**config.mk**
```make
export PLATFORM = sky130hd
export DESIGN_NAME = double_clap_detector_core
export DESIGN_NICKNAME = d
export VERILOG_FILES = /design/src/hdl/dcd_pkg.sv /design/src/hdl/double_clap_detector_core.sv
export SDC_FILE = /design/constraint.sdc
export NUM_CORES = 1
export LEC_CHECK = 0
export ABC_CLOCK_PERIOD_IN_PS = 4800
export BUFFER_PORTS_ARGS = -buffer_cell sky130_fd_sc_hd__buf_4
export CORE_UTILIZATION = 55
export DETAILED_ROUTE_END_ITERATION = 8
export PLACE_DENSITY_LB_ADDON = 0.25
export SYNTH_ARGS = -nofsm -noshare
export SYNTH_HDL_FRONTEND = slang
export SYNTH_SLANG_ARGS = --single-unit
```
**constraint.sdc**
```tcl
create_clock -name clk -period 4.8 [get_ports clk]
set_input_delay 0.24 -clock clk [delete_from_list [all_inputs] [get_ports clk]]
set_output_delay 0.24 -clock clk [all_outputs]
set_load 0.02 [all_outputs]
```
**src/hdl/dcd_pkg.sv**
```systemverilog
`timescale 1ns / 1ps

package dcd_pkg;

    localparam int SampleBits = 12;
    localparam int WindowBits = 10;
    localparam int CfgBits    = 16;
    localparam int IndexBits  = 3;

    typedef enum logic [IndexBits-1:0] {
        REG_WINDOW_MS      = 3'd0,
        REG_CLAP_THRESHOLD = 3'd1,
        REG_REFRACTORY_MS  = 3'd2,
        REG_DOUBLE_GAP_MS  = 3'd3,
        REG_SAMPLE_FLOOR   = 3'd4,
        REG_MIN_START      = 3'd5
    } reg_index_t;

    typedef enum logic [1:0] {
        CLAP_NONE   = 2'd0,
        CLAP_SINGLE = 2'd1,
        CLAP_DOUBLE = 2'd2
    } clap_t;

    localparam logic MODE_SAMPLE = 1'b0;
    localparam logic MODE_TICK   = 1'b1;

    localparam logic [WindowBits-1:0] WINDOW_MS_RST      = 10'd50;
    localparam logic [SampleBits-1:0] CLAP_THRESHOLD_RST = 12'd2200;
    localparam logic [15:0]           REFRACTORY_MS_RST  = 16'd200;
    localparam logic [15:0]           DOUBLE_GAP_MS_RST  = 16'd1000;
    localparam logic [SampleBits-1:0] SAMPLE_FLOOR_RST   = 12'd1000;
    localparam logic [SampleBits-1:0] MIN_START_RST      = 12'd2040;

    typedef struct packed {
        logic                  mode;
        logic [SampleBits-1:0] sample_value;
    } item_t;

    typedef struct packed {
        logic [1:0]            clap_result;
        logic [SampleBits-1:0] peak_level;
    } result_t;

endpackage

```
**src/hdl/double_clap_detector_core.sv**
```systemverilog
`timescale 1ns / 1ps

// Double clap detector core.
// Item channel (item_valid/item_ready/item): each beat is either a microphone
// sample (mode 0) or a one-millisecond tick (mode 1). Samples only update the
// window extremes and never produce a result beat. A tick that closes the
// window produces exactly one result beat: no clap, single or double clap,
// plus the peak-to-peak level of the closed window.
// The result of a closing tick is registered in the output register, or in
// the skid register while a stalled beat waits there. Throughput: one item per
// cycle while item_ready is high; the state registers do all updates.
// Stall: a two-entry output (output register plus skid register) keeps
// item_ready high while one result waits; item_ready drops only when both
// entries are full, and rises again as soon as result_ready drains one.
// Configuration: cfg_we writes cfg_data into register cfg_index;
// write only while idle. Unknown indexes are ignored.
// Reset: rst_n clears the window, sets the time since the last clap to
// saturated, clears the clap count, loads register defaults and empties the
// output. No clearing pass is needed.
module double_clap_detector_core #(
    parameter int TIME_BITS = 16
) (
    input  logic                                clk,
    input  logic                                rst_n,
    input  logic                                item_valid,
    output logic                                item_ready,
    input  dcd_pkg::item_t                      item,
    output logic                                result_valid,
    input  logic                                result_ready,
    output dcd_pkg::result_t                    result,
    input  logic                                cfg_we,
    input  logic [dcd_pkg::IndexBits-1:0]       cfg_index,
    input  logic [dcd_pkg::CfgBits-1:0]         cfg_data
);

    localparam int SB = dcd_pkg::SampleBits;
    localparam int WB = dcd_pkg::WindowBits;
    localparam int CmpBits = (TIME_BITS > 16) ? TIME_BITS : 16;
    localparam logic [TIME_BITS-1:0] TimeMax = {TIME_BITS{1'b1}};

    logic [WB-1:0]        window_ms_reg;
    logic [SB-1:0]        clap_threshold_reg;
    logic [15:0]          refractory_ms_reg;
    logic [15:0]          double_gap_ms_reg;
    logic [SB-1:0]        sample_floor_reg;
    logic [SB-1:0]        min_start_reg;

    logic [SB-1:0]        window_max_reg, window_max_next;
    logic [SB-1:0]        window_min_reg, window_min_next;
    logic [WB-1:0]        window_elapsed_reg, window_elapsed_next;
    logic [TIME_BITS-1:0] since_reg, since_next;
    logic [1:0]           clap_count_reg, clap_count_next;

    logic                 out_valid_reg;
    dcd_pkg::result_t     out_reg;
    logic                 skid_valid_reg;
    dcd_pkg::result_t     skid_reg;

    logic                 accept;
    logic                 closes;
    dcd_pkg::result_t     res;

    logic [TIME_BITS-1:0] since_inc;
    logic [WB-1:0]        elapsed_inc;
    logic [WB-1:0]        limit;
    logic [SB-1:0]        peak;
    logic [CmpBits-1:0]   since_cmp;
    logic [CmpBits-1:0]   refr_cmp;
    logic [CmpBits-1:0]   gap_cmp;
    logic [1:0]           count_inc;
    logic [SB:0]          min_sum;
    logic                 is_clap;

    assign item_ready   = !skid_valid_reg;
    assign accept       = item_valid && item_ready;
    assign result_valid = out_valid_reg;
    assign result       = out_reg;

    always_comb
    begin
        since_inc   = (since_reg == TimeMax) ? since_reg : since_reg + 1'b1;
        elapsed_inc = window_elapsed_reg + 1'b1;
        limit       = (window_ms_reg == '0) ? {{(WB-1){1'b0}}, 1'b1} : window_ms_reg;
        peak        = (window_max_reg > window_min_reg) ? window_max_reg - window_min_reg : '0;
        since_cmp   = CmpBits'(since_inc);
        refr_cmp    = CmpBits'(refractory_ms_reg);
        gap_cmp     = CmpBits'(double_gap_ms_reg);
        count_inc   = clap_count_reg + 1'b1;
        min_sum     = {1'b0, window_min_reg} + {1'b0, item.sample_value};
        is_clap     = (peak > clap_threshold_reg) && (since_cmp > refr_cmp);

        window_max_next     = window_max_reg;
        window_min_next     = window_min_reg;
        window_elapsed_next = window_elapsed_reg;
        since_next          = since_reg;
        clap_count_next     = clap_count_reg;
        closes              = 1'b0;
        res.clap_result     = dcd_pkg::CLAP_NONE;
        res.peak_level      = peak;

        if (item.mode == dcd_pkg::MODE_SAMPLE)
        begin
            if (item.sample_value >= sample_floor_reg)
            begin
                if (item.sample_value > window_max_reg)
                    window_max_next = item.sample_value;
                else if (item.sample_value < window_min_reg)
                    window_min_next = min_sum[SB:1];
            end
        end
        else
        begin
            since_next          = since_inc;
            window_elapsed_next = elapsed_inc;
            if (elapsed_inc >= limit)
            begin
                closes = 1'b1;
                if (is_clap)
                begin
                    if ((since_cmp < gap_cmp) && (count_inc == 2'd2))
                    begin
                        res.clap_result = dcd_pkg::CLAP_DOUBLE;
                        clap_count_next = 2'd0;
                    end
                    else
                    begin
                        res.clap_result = dcd_pkg::CLAP_SINGLE;
                        clap_count_next = 2'd1;
                    end
                    since_next = '0;
                end
                else if ((since_cmp > gap_cmp) && (clap_count_reg == 2'd1))
                begin
                    clap_count_next = 2'd0;
                end
                window_max_next     = '0;
                window_min_next     = min_start_reg;
                window_elapsed_next = '0;
            end
        end
    end

    always_ff @(posedge clk or negedge rst_n)
    begin
        if (!rst_n)
        begin
            window_ms_reg      <= dcd_pkg::WINDOW_MS_RST;
            clap_threshold_reg <= dcd_pkg::CLAP_THRESHOLD_RST;
            refractory_ms_reg  <= dcd_pkg::REFRACTORY_MS_RST;
            double_gap_ms_reg  <= dcd_pkg::DOUBLE_GAP_MS_RST;
            sample_floor_reg   <= dcd_pkg::SAMPLE_FLOOR_RST;
            min_start_reg      <= dcd_pkg::MIN_START_RST;
        end
        else if (cfg_we)
        begin
            case (cfg_index)
                dcd_pkg::REG_WINDOW_MS:      window_ms_reg      <= cfg_data[WB-1:0];
                dcd_pkg::REG_CLAP_THRESHOLD: clap_threshold_reg <= cfg_data[SB-1:0];
                dcd_pkg::REG_REFRACTORY_MS:  refractory_ms_reg  <= cfg_data;
                dcd_pkg::REG_DOUBLE_GAP_MS:  double_gap_ms_reg  <= cfg_data;
                dcd_pkg::REG_SAMPLE_FLOOR:   sample_floor_reg   <= cfg_data[SB-1:0];
                dcd_pkg::REG_MIN_START:      min_start_reg      <= cfg_data[SB-1:0];
                default: ;
            endcase
        end
    end

    always_ff @(posedge clk or negedge rst_n)
    begin
        if (!rst_n)
        begin
            window_max_reg     <= '0;
            window_min_reg     <= dcd_pkg::MIN_START_RST;
            window_elapsed_reg <= '0;
            since_reg          <= TimeMax;
            clap_count_reg     <= 2'd0;
        end
        else if (accept)
        begin
            window_max_reg     <= window_max_next;
            window_min_reg     <= window_min_next;
            window_elapsed_reg <= window_elapsed_next;
            since_reg          <= since_next;
            clap_count_reg     <= clap_count_next;
        end
    end

    always_ff @(posedge clk or negedge rst_n)
    begin
        if (!rst_n)
        begin
            out_valid_reg  <= 1'b0;
            skid_valid_reg <= 1'b0;
        end
        else if (out_valid_reg && !result_ready)
        begin
            if (accept && closes)
                skid_valid_reg <= 1'b1;
        end
        else if (skid_valid_reg)
        begin
            out_valid_reg  <= 1'b1;
            skid_valid_reg <= 1'b0;
        end
        else
        begin
            out_valid_reg <= accept && closes;
        end
    end

    always_ff @(posedge clk)
    begin
        if (out_valid_reg && !result_ready)
        begin
            if (accept && closes)
                skid_reg <= res;
        end
        else if (skid_valid_reg)
        begin
            out_reg <= skid_reg;
        end
        else if (accept && closes)
        begin
            out_reg <= res;
        end
    end

endmodule

```
[Word level (Yosys, flattened, before mapping)]
Index checks and enable logic that the tools add are counted.
Word-level totals
  register bits: 160
  bits of input ports: 37
  output and inout bits: 16
  logic and storage cells: 99
Cells by class
  $add $sub $neg: 5
  magnitude comparators: 9
  equal/unequal tests: 11
  mux-type cells: 29
  bitwise gates (word level): 1
  reduce and logical (&&, ||, !) cells: 27
Operators with widths (count)
  12-bit 2-to-1 mux: 10
  16-bit 2-to-1 mux: 3
  12-bit > comparator: 3
  16-bit > comparator: 2
  14-bit 2-to-1 mux: 2
  10-bit 2-to-1 mux: 2
  2-bit AND reduction: 9
  16-bit by 1-bit adder with 16-bit output (second input constant): 1
  16-bit equality test (second input constant): 1
  16-bit < comparator: 1
  12-bit by 12-bit adder with 13-bit output: 1
  12-bit greater-or-equal comparator: 1
  12-bit < comparator: 1
  2-bit 2-to-1 mux: 6
  12-bit subtractor: 1
  10-bit by 1-bit adder with 10-bit output (second input constant): 1
  10-bit greater-or-equal comparator: 1
  10-bit logical NOT: 1
  2-bit nonzero test: 5
  4-bit AND reduction: 2
  3-bit by 2-bit equality test with 1-bit output (second input constant): 2
  3-bit equality test (second input constant): 2
  1-bit logical AND: 6
  1-bit 2-to-1 mux: 6
  10 further kinds: 12

[Depth between registers and ports, before layout]
Gate-level depths: netlist of run 1.
  word-level depth: 10
  gate-level depth with buffers: 19
  gate-level depth less buffers: 18

[Worst setup path after synthesis of run 1]
No wires, ideal clock.
  kind: reg-to-reg
  from: register window_max_reg[0]
  to: register out_reg, in the netlist result[12], data pin
  setup time: 260 ps
  data arrival time: 3759 ps
  data required time: 4540 ps
  path slack: 781 ps
  cell stages (with the launch flop): 20
  buffers on the path: 1
  clock period less this slack: 4019 ps
  cells stage by stage: dfrtp_1 inv_1 ha_1 inv_1 fa_1 a21o_1 a21o_1 a221oi_2 o21ai_0 o31ai_1 clkbuf_1 nor2_1 ha_1 a21o_1 a21o_1 a21oi_1 o211ai_1 o2111a_1 and3_1 mux2_2
RTL lines
  start, declared: RTL line double_clap_detector_core.sv:48  | logic [SB-1:0] window_max_reg, window_max_next;
  start signal, assigned: RTL line double_clap_detector_core.sv:180  | window_max_reg <= window_max_next;
  end signal, assigned: RTL line double_clap_detector_core.sv:220  | out_reg <= skid_reg;
  end signal, assigned: RTL line double_clap_detector_core.sv:224  | out_reg <= res;
  end, declared: RTL line double_clap_detector_core.sv:55  | dcd_pkg::result_t out_reg;

==> summary.txt, run 1 <==
Initial core utilization = 0.5703
Hold violation total from the final report = 0
Max-slew violations = 0
Post-synth EDFFs = 28
Min Clock Period, post-route = 4.339 ns
PortBufs = 52
Antenna Nets Post-Route = 0
Setup crit start kind = flop
CTS root buffer = clkbuf_16
CTS buffer count = 17
Area of the core = 17480 µm²
Post-synth top area share = 0.1933
Leakage power = 0.005115 µW
Die ar. = 18660 µm²
# rows = 48
Finished Core Util = 0.6401
Pwr Density = 567.9 nW/µm²
GPL Wtd Cong = 0.9033
R2r worst-path depth = 18
Sequential fraction of the synthesis area = 0.4200
Mapped Cells = 1016
Synth async-reset ratio = 0.8239
Design Area, Final = 11190 µm²
Worst Hold Slack = 0.01527 ns
Worst-Margin Slew = 0.9693 ns
Post-route setup slack = 0.4613 ns
Post-route DRC violation count = 0
DPL Wire Length = 16.78 mm
Top post-synthesis cells by area = dfrtp_1 19%, ha_1 14%, dfstp_2 14%
Hold path start = cfg_data[15]
Post-CTS sizing = 0
Global-route wire length before repair = 37.08 mm
Share of post-route cells with drive strength above 1 = 0.1906
RSZ-0062 raised after global routing = false
Fin nets = 1222
DR iter-0 viols = 431
Initial antenna violation count = 0
Dominant cell type by area after synthesis = dfrtp_1
Deepest clock path buffer count = 2
Most common cell after layout, fill and taps aside = nand2_1
GRT Util Overall = 0.2630
Reg2reg start = window_max_reg[0]
Most used DFF post-synth = dfrtp_1
DR WL/cell = 17.38 µm
Cells on Worst Hold Path = 3
Worst hold path type = in2reg
Worst-path fanout max = 4
Vias in the first global route = 7139
I/O Pins = 53
Synthesis-to-finish area growth = 12.24%
Max VDD drop = 0.2879 mV
Diodes inserted = 0
Synthesized area = 9967 µm²
Setup CP Type = reg2reg
CTS tree = done
Vias = 7489
Setup TNS = 0 ns
Vias per inst = 5.734
Commonest cells after routing, fill and taps aside = 122 x nand2_1, 114 x ha_1, 105 x inv_1
MaxCap Viol Count = 0
Tcrit/Tclk final = 0.9039
Placed Instance Area = 10600 µm²
Chip width = 136.6 µm
Setup-failing EPs final = 0
Final WL = 22.70 mm
Worst-skew pair later-pin latency = 0.43 ns
Max Clk Rate = 0.2305 GHz
Slew margin rel. = 0.3538
Global route total overflow = 0
DRT Pass-1 Iters = 5
CP required = 5.10 ns
Status = finished clean
Pre-CTS setup slack = 0.4914 ns
Critical path arrival = 4.64 ns
Avg Synthesized Cell Area = 9.810 µm²
YS warnings = 0
Clock Skews = 0.01295 ns
Crit end category = flop
Critical path launch point = window_max_reg[0]
H-tree levels = 4
Worst-path clk slew = 0.06 ns
Die Y = 136.6 µm
Syn Nets = 1169
Yosys cell types = 66
Clock sink total = 159
Synth Register Bits = 159
Pin count of the biggest net entering global routing = 98
==> path summary, 6_finish.rpt <==
| path | end | slack (ns) |
|---|---|---|
| worst min-delay path | refr_cmp[15] | 0.02 |
| min in group asynchronous | window_elapsed_reg[2] | 0.45 |
| worst max register to register | result[13] | 0.46 |
| worst max-delay path | result[13] | 0.46 |
| max in group asynchronous | min_start_reg[10] | 3.33 |
| worst min register to register | window_elapsed_reg[9] | 0.49 |
==> cells by family (layout without fill, tap and decap cells) <==
family                     count (synthesis)  after routing  share of synthesized area
AOI/OAI and AO/OA                        223            223                     0.1460
and+or+nand+nor                          292            292                     0.1387
buffers and inverters                    134            199                    0.05260
DFF                                      159            159                     0.4200
adders and majority gates                116            116                     0.1471
muxes                                     50             50                    0.05862
xor gates and xnor gates                  42             42                    0.03691
==> layout make-up <==
class                           count  area [µm²]
Clock buffer                       19       432.9
Clock inverter                     12       143.9
Fill cell                        1471        6290
Inverter                          105       394.1
Multi-Input combinational cell    723        5269
Sequential cell                   159        4187
Tap cell                          225       281.5
Timing Repair Buffer               63       479.2
==> per-stage QoR <==
stage	total power [µW]	std cells
4_1_cts	6355	1306
3_3_place_gp	4879	1274
5_1_grt	6846	1306
3_5_place_dp	4974	1274
6_report	6353	1306
2_1_floorplan	4207	1016
==> layer usage <==
metal | global-route usage | wire, µm | vias up
met5 | 0 | 0 | -
met4 | 0.06605 | 325 | 0
met3 | 0.04852 | 996 | 25
met2 | 0.4140 | 10480 | 159
met1 | 0.3727 | 10900 | 3615
li1 | - | - | 3690
==> worst max-delay path, cell delays in order, from the launching register on <==
cell,delay (ns)
dfrtp_1,0.40
inv_1,0.06
ha_1,0.16
inv_1,0.05
fa_1,0.40
a21o_1,0.17
a21o_1,0.21
a221oi_2,0.35
o21bai_1,0.10
a21oi_1,0.22
xor2_1,0.23
nor2_1,0.09
ha_1,0.34
nand4_1,0.15
a211o_1,0.29
o211ai_1,0.11
o211ai_1,0.21
nor4_1,0.42
mux2_2,0.23
==> timing repair <==
| item | 4_1_cts | 5_1_grt |
|---|---|---|
| setup buffers | 0 | 0 |
| hold buffers | 1 | 0 |
| hold endpoints to repair | 56 | 0 |
==> power by group <==
group / switching (µW) / leakage, µW / internal [µW] / total, µW
combinational: 1710 / 0.00306 / 1270 / 2980
sequential: 206 / 0.00178 / 1810 / 2020
clock: 543 / 0.000270 / 809 / 1350
==> cell usage after synthesis (16+ instances only) <==
cell type  count
nor2_1        51
dfstp_2       54
a22o_1        21
a21oi_1       49
inv_1        105
dfrtp_1       77
nand4_1       22
ha_1         114
nor3_1        16
nand3_1       26
o21ai_0       79
nand2_1      122
xor2_1        19
clkbuf_1      20
edfxtp_1      28
a21o_1        19
mux2_2        39
xnor2_1       23
No activity file was read; power rests on OpenSTA's default activity.
==> inputs of run 2 (changes only) <==
- CTS_BUF_LIST: not set -> sky130_fd_sc_hd__clkbuf_4 sky130_fd_sc_hd__clkbuf_8
- SLEW_MARGIN: not set -> 20
==> run 2 against run 1 <==
Effect of this change: wire length decreased by 1.9%; register-to-register slack got worse by 0.03 ns; critical endpoint unchanged; setup slack got worse by 0.027 ns; critical path depth is 1 lower; sequential share of layout area grew 0.49 points.
==> summary.txt, run 2 (synthesized netlist as in run 1, its figures left out) <==
Vias in the first global route = 7131
Sequential fraction of design power = 0.336
Antenna Nets Post-Route = 0
Setup CP Type = reg2reg
PortBufs = 52
Worst r2r dst = result[13]
Max-slew violations = 0
Pin count of the biggest net entering global routing = 98
GRT Util Overall = 0.2589
Min Clock Period, post-route = 4.366 ns
DRT Pass-1 Iters = 5
Max VDD drop = 0.2563 mV
Chip width = 136.6 µm
CTS tree = done
Setup-failing EPs final = 0
Cells on Worst Hold Path = 2
Post-CTS sizing = 0
Share of post-route cells with drive strength above 1 = 0.1917
CTS buffer count = 17
Hold Path Sink = window_max_reg[0]
Commonest cells after routing, fill and taps aside = 122 x nand2_1, 114 x ha_1, 105 x inv_1
Leakage power = 0.005051 µW
DR WL/cell = 17.01 µm
Net Sw Power = 2399 µW
# rows = 48
Area of the multi-input gates = 5269 µm²
GPL Wtd Cong = 0.9033
Fin nets = 1226
CP required = 5.14 ns
Most common cell after layout, fill and taps aside = nand2_1
Int Pwr = 3601 µW
Crit end category = flop
Die ar. = 18660 µm²
Post-route DRC violation count = 0
Critical path launch point = window_max_reg[0]
Cell Chain, Critical Path = inv_1 > ha_1 > inv_1 > fa_1 > a21o_1 > a21o_1 > a221oi_2 > o21ai_0 > o31ai_2 > nor2_1 > ha_1 > nand4_1 > a211o_1 > o211ai_1 > o211ai_1 > nor4_1 > mux2_2
Clock Skews = 0.008552 ns
Fill count = 1492
Die Y = 136.6 µm
Pwr Density = 543.3 nW/µm²
Max Clk Rate = 0.2291 GHz
Worst hold path type = in2reg
Vias per inst = 5.689
R2r worst-path depth = 17
Slowest cell on crit path = nor4_1
Hold path start = item[0]
Tcrit/Tclk final = 0.9095
Worst Path Buf+Inv = 2
Vias = 7452
Clock network power share = 0.169
Initial antenna violation count = 0
RSZ-0062 raised after global routing = false
Deepest clock path buffer count = 2
Reg2reg start = window_max_reg[0]
I/O Pins = 53
Cts-stage hold buffer count = 5
Crit path depth = 17
Clock sink total = 159
MaxCap Viol Count = 0
Worst-skew pair later-pin latency = 0.47 ns
Global route total overflow = 0
DR iter-0 viols = 407
Max incr delay on CP = 0.43 ns
Status = finished clean
Area of the core = 17480 µm²
Diodes inserted = 0
Synthesis-to-finish area growth = 10.80%
Global-route wire length before repair = 36.71 mm
Worst-path clk slew = 0.08 ns
Hold violation total from the final report = 0
DPL Wire Length = 16.78 mm
Final WL = 22.28 mm
Critical path arrival = 4.70 ns
Setup crit start kind = flop
Setup TNS = 0 ns
Initial core utilization = 0.5703
Pwr Total = 6000 µW
H-tree levels = 4
Worst-path fanout max = 12
Slew margin rel. = 0.3608
Logic gate share of total power = 0.495
Crit path max-delay family = compound AO/OA/AOI/OAI gates
Post-CTS Setup Inserts = 0
FF+latch area = 4187 µm²
R2R setup slack = 0.43 ns
Sw Share = 0.3999
CTS root buffer = clkbuf_8
Worst-Margin Slew = 0.9589 ns
==> run 2: cell types whose count changed in the layout (fill, tap and decap cells not counted), sizes merged <==
| cell | previous run | this run |
|---|---|---|
| dlygate4sd3 | 1 | 5 |
==> run 2: layout make-up <==
class	instances	area share
multi-input combinational	723	0.4771
sequential	159	0.3791
timing repair buffer	67	0.04702
inverter	105	0.03569
tap	225	0.02549
clock buffer	19	0.02255
clock inverter	12	0.01303
==> run 2: how the worst max path moves through the flow <==
stage                 endpoint  slack [ns]
floorplan           result[12]        0.78
global placement    result[12]        0.70
detailed placement  result[13]        0.49
CTS                 result[13]        0.47
global route        result[13]        0.14
finish              result[13]        0.43
==> run 2: worst reg2reg max path: cells and delay by family, from the launching register on <==
family,cells,cell delay (ns)
AOI/OAI and AO/OA,8,1.79
adders and majority gates,3,0.91
and+or+nand+nor,3,0.78
DFF,1,0.41
muxes,1,0.23
buffers and inverters,2,0.11
==> run 2: metrics by stage <==
stage / cells / util / cell area [µm²] / setup slack, ns / hold slack (ns)
5_1_grt: 1310 / 0.6319 / 11040 / 0.1449 / 0.03754
4_1_cts: 1310 / 0.6319 / 11040 / 0.4673 / 0.02553
6_report: 1310 / 0.6319 / 11040 / 0.4343 / 0.04211
2_1_floorplan: 1016 / - / 9967 / 0.7809 / -0.05559
3_5_place_dp: 1274 / 0.6065 / 10600 / 0.4914 / 0.3947
3_3_place_gp: 1274 / 0.6065 / 10600 / 0.7037 / 0.3934
==> run 2: power by group through the flow <==
stage | combinational [µW] | clock [µW] | sequential (µW)
after floorplan | 2230 | 0 | 1980
after global routing | 3350 | 1090 | 2050
final | 2970 | 1020 | 2010
after CTS | 2960 | 1030 | 2010
after detailed placement | 2940 | 0 | 2040
after global placement | 2860 | 0 | 2020
==> run 2: layer usage <==
layer	global-route usage	vias to the layer above	part of all wire	wire length (µm)
li1	-	3689	-	-
met1	0.3688	3565	0.49	10850
met2	0.4024	173	0.45	10040
met3	0.04222	25	0.046	1019
met4	0.08086	0	0.016	362
met5	0	-	0	0
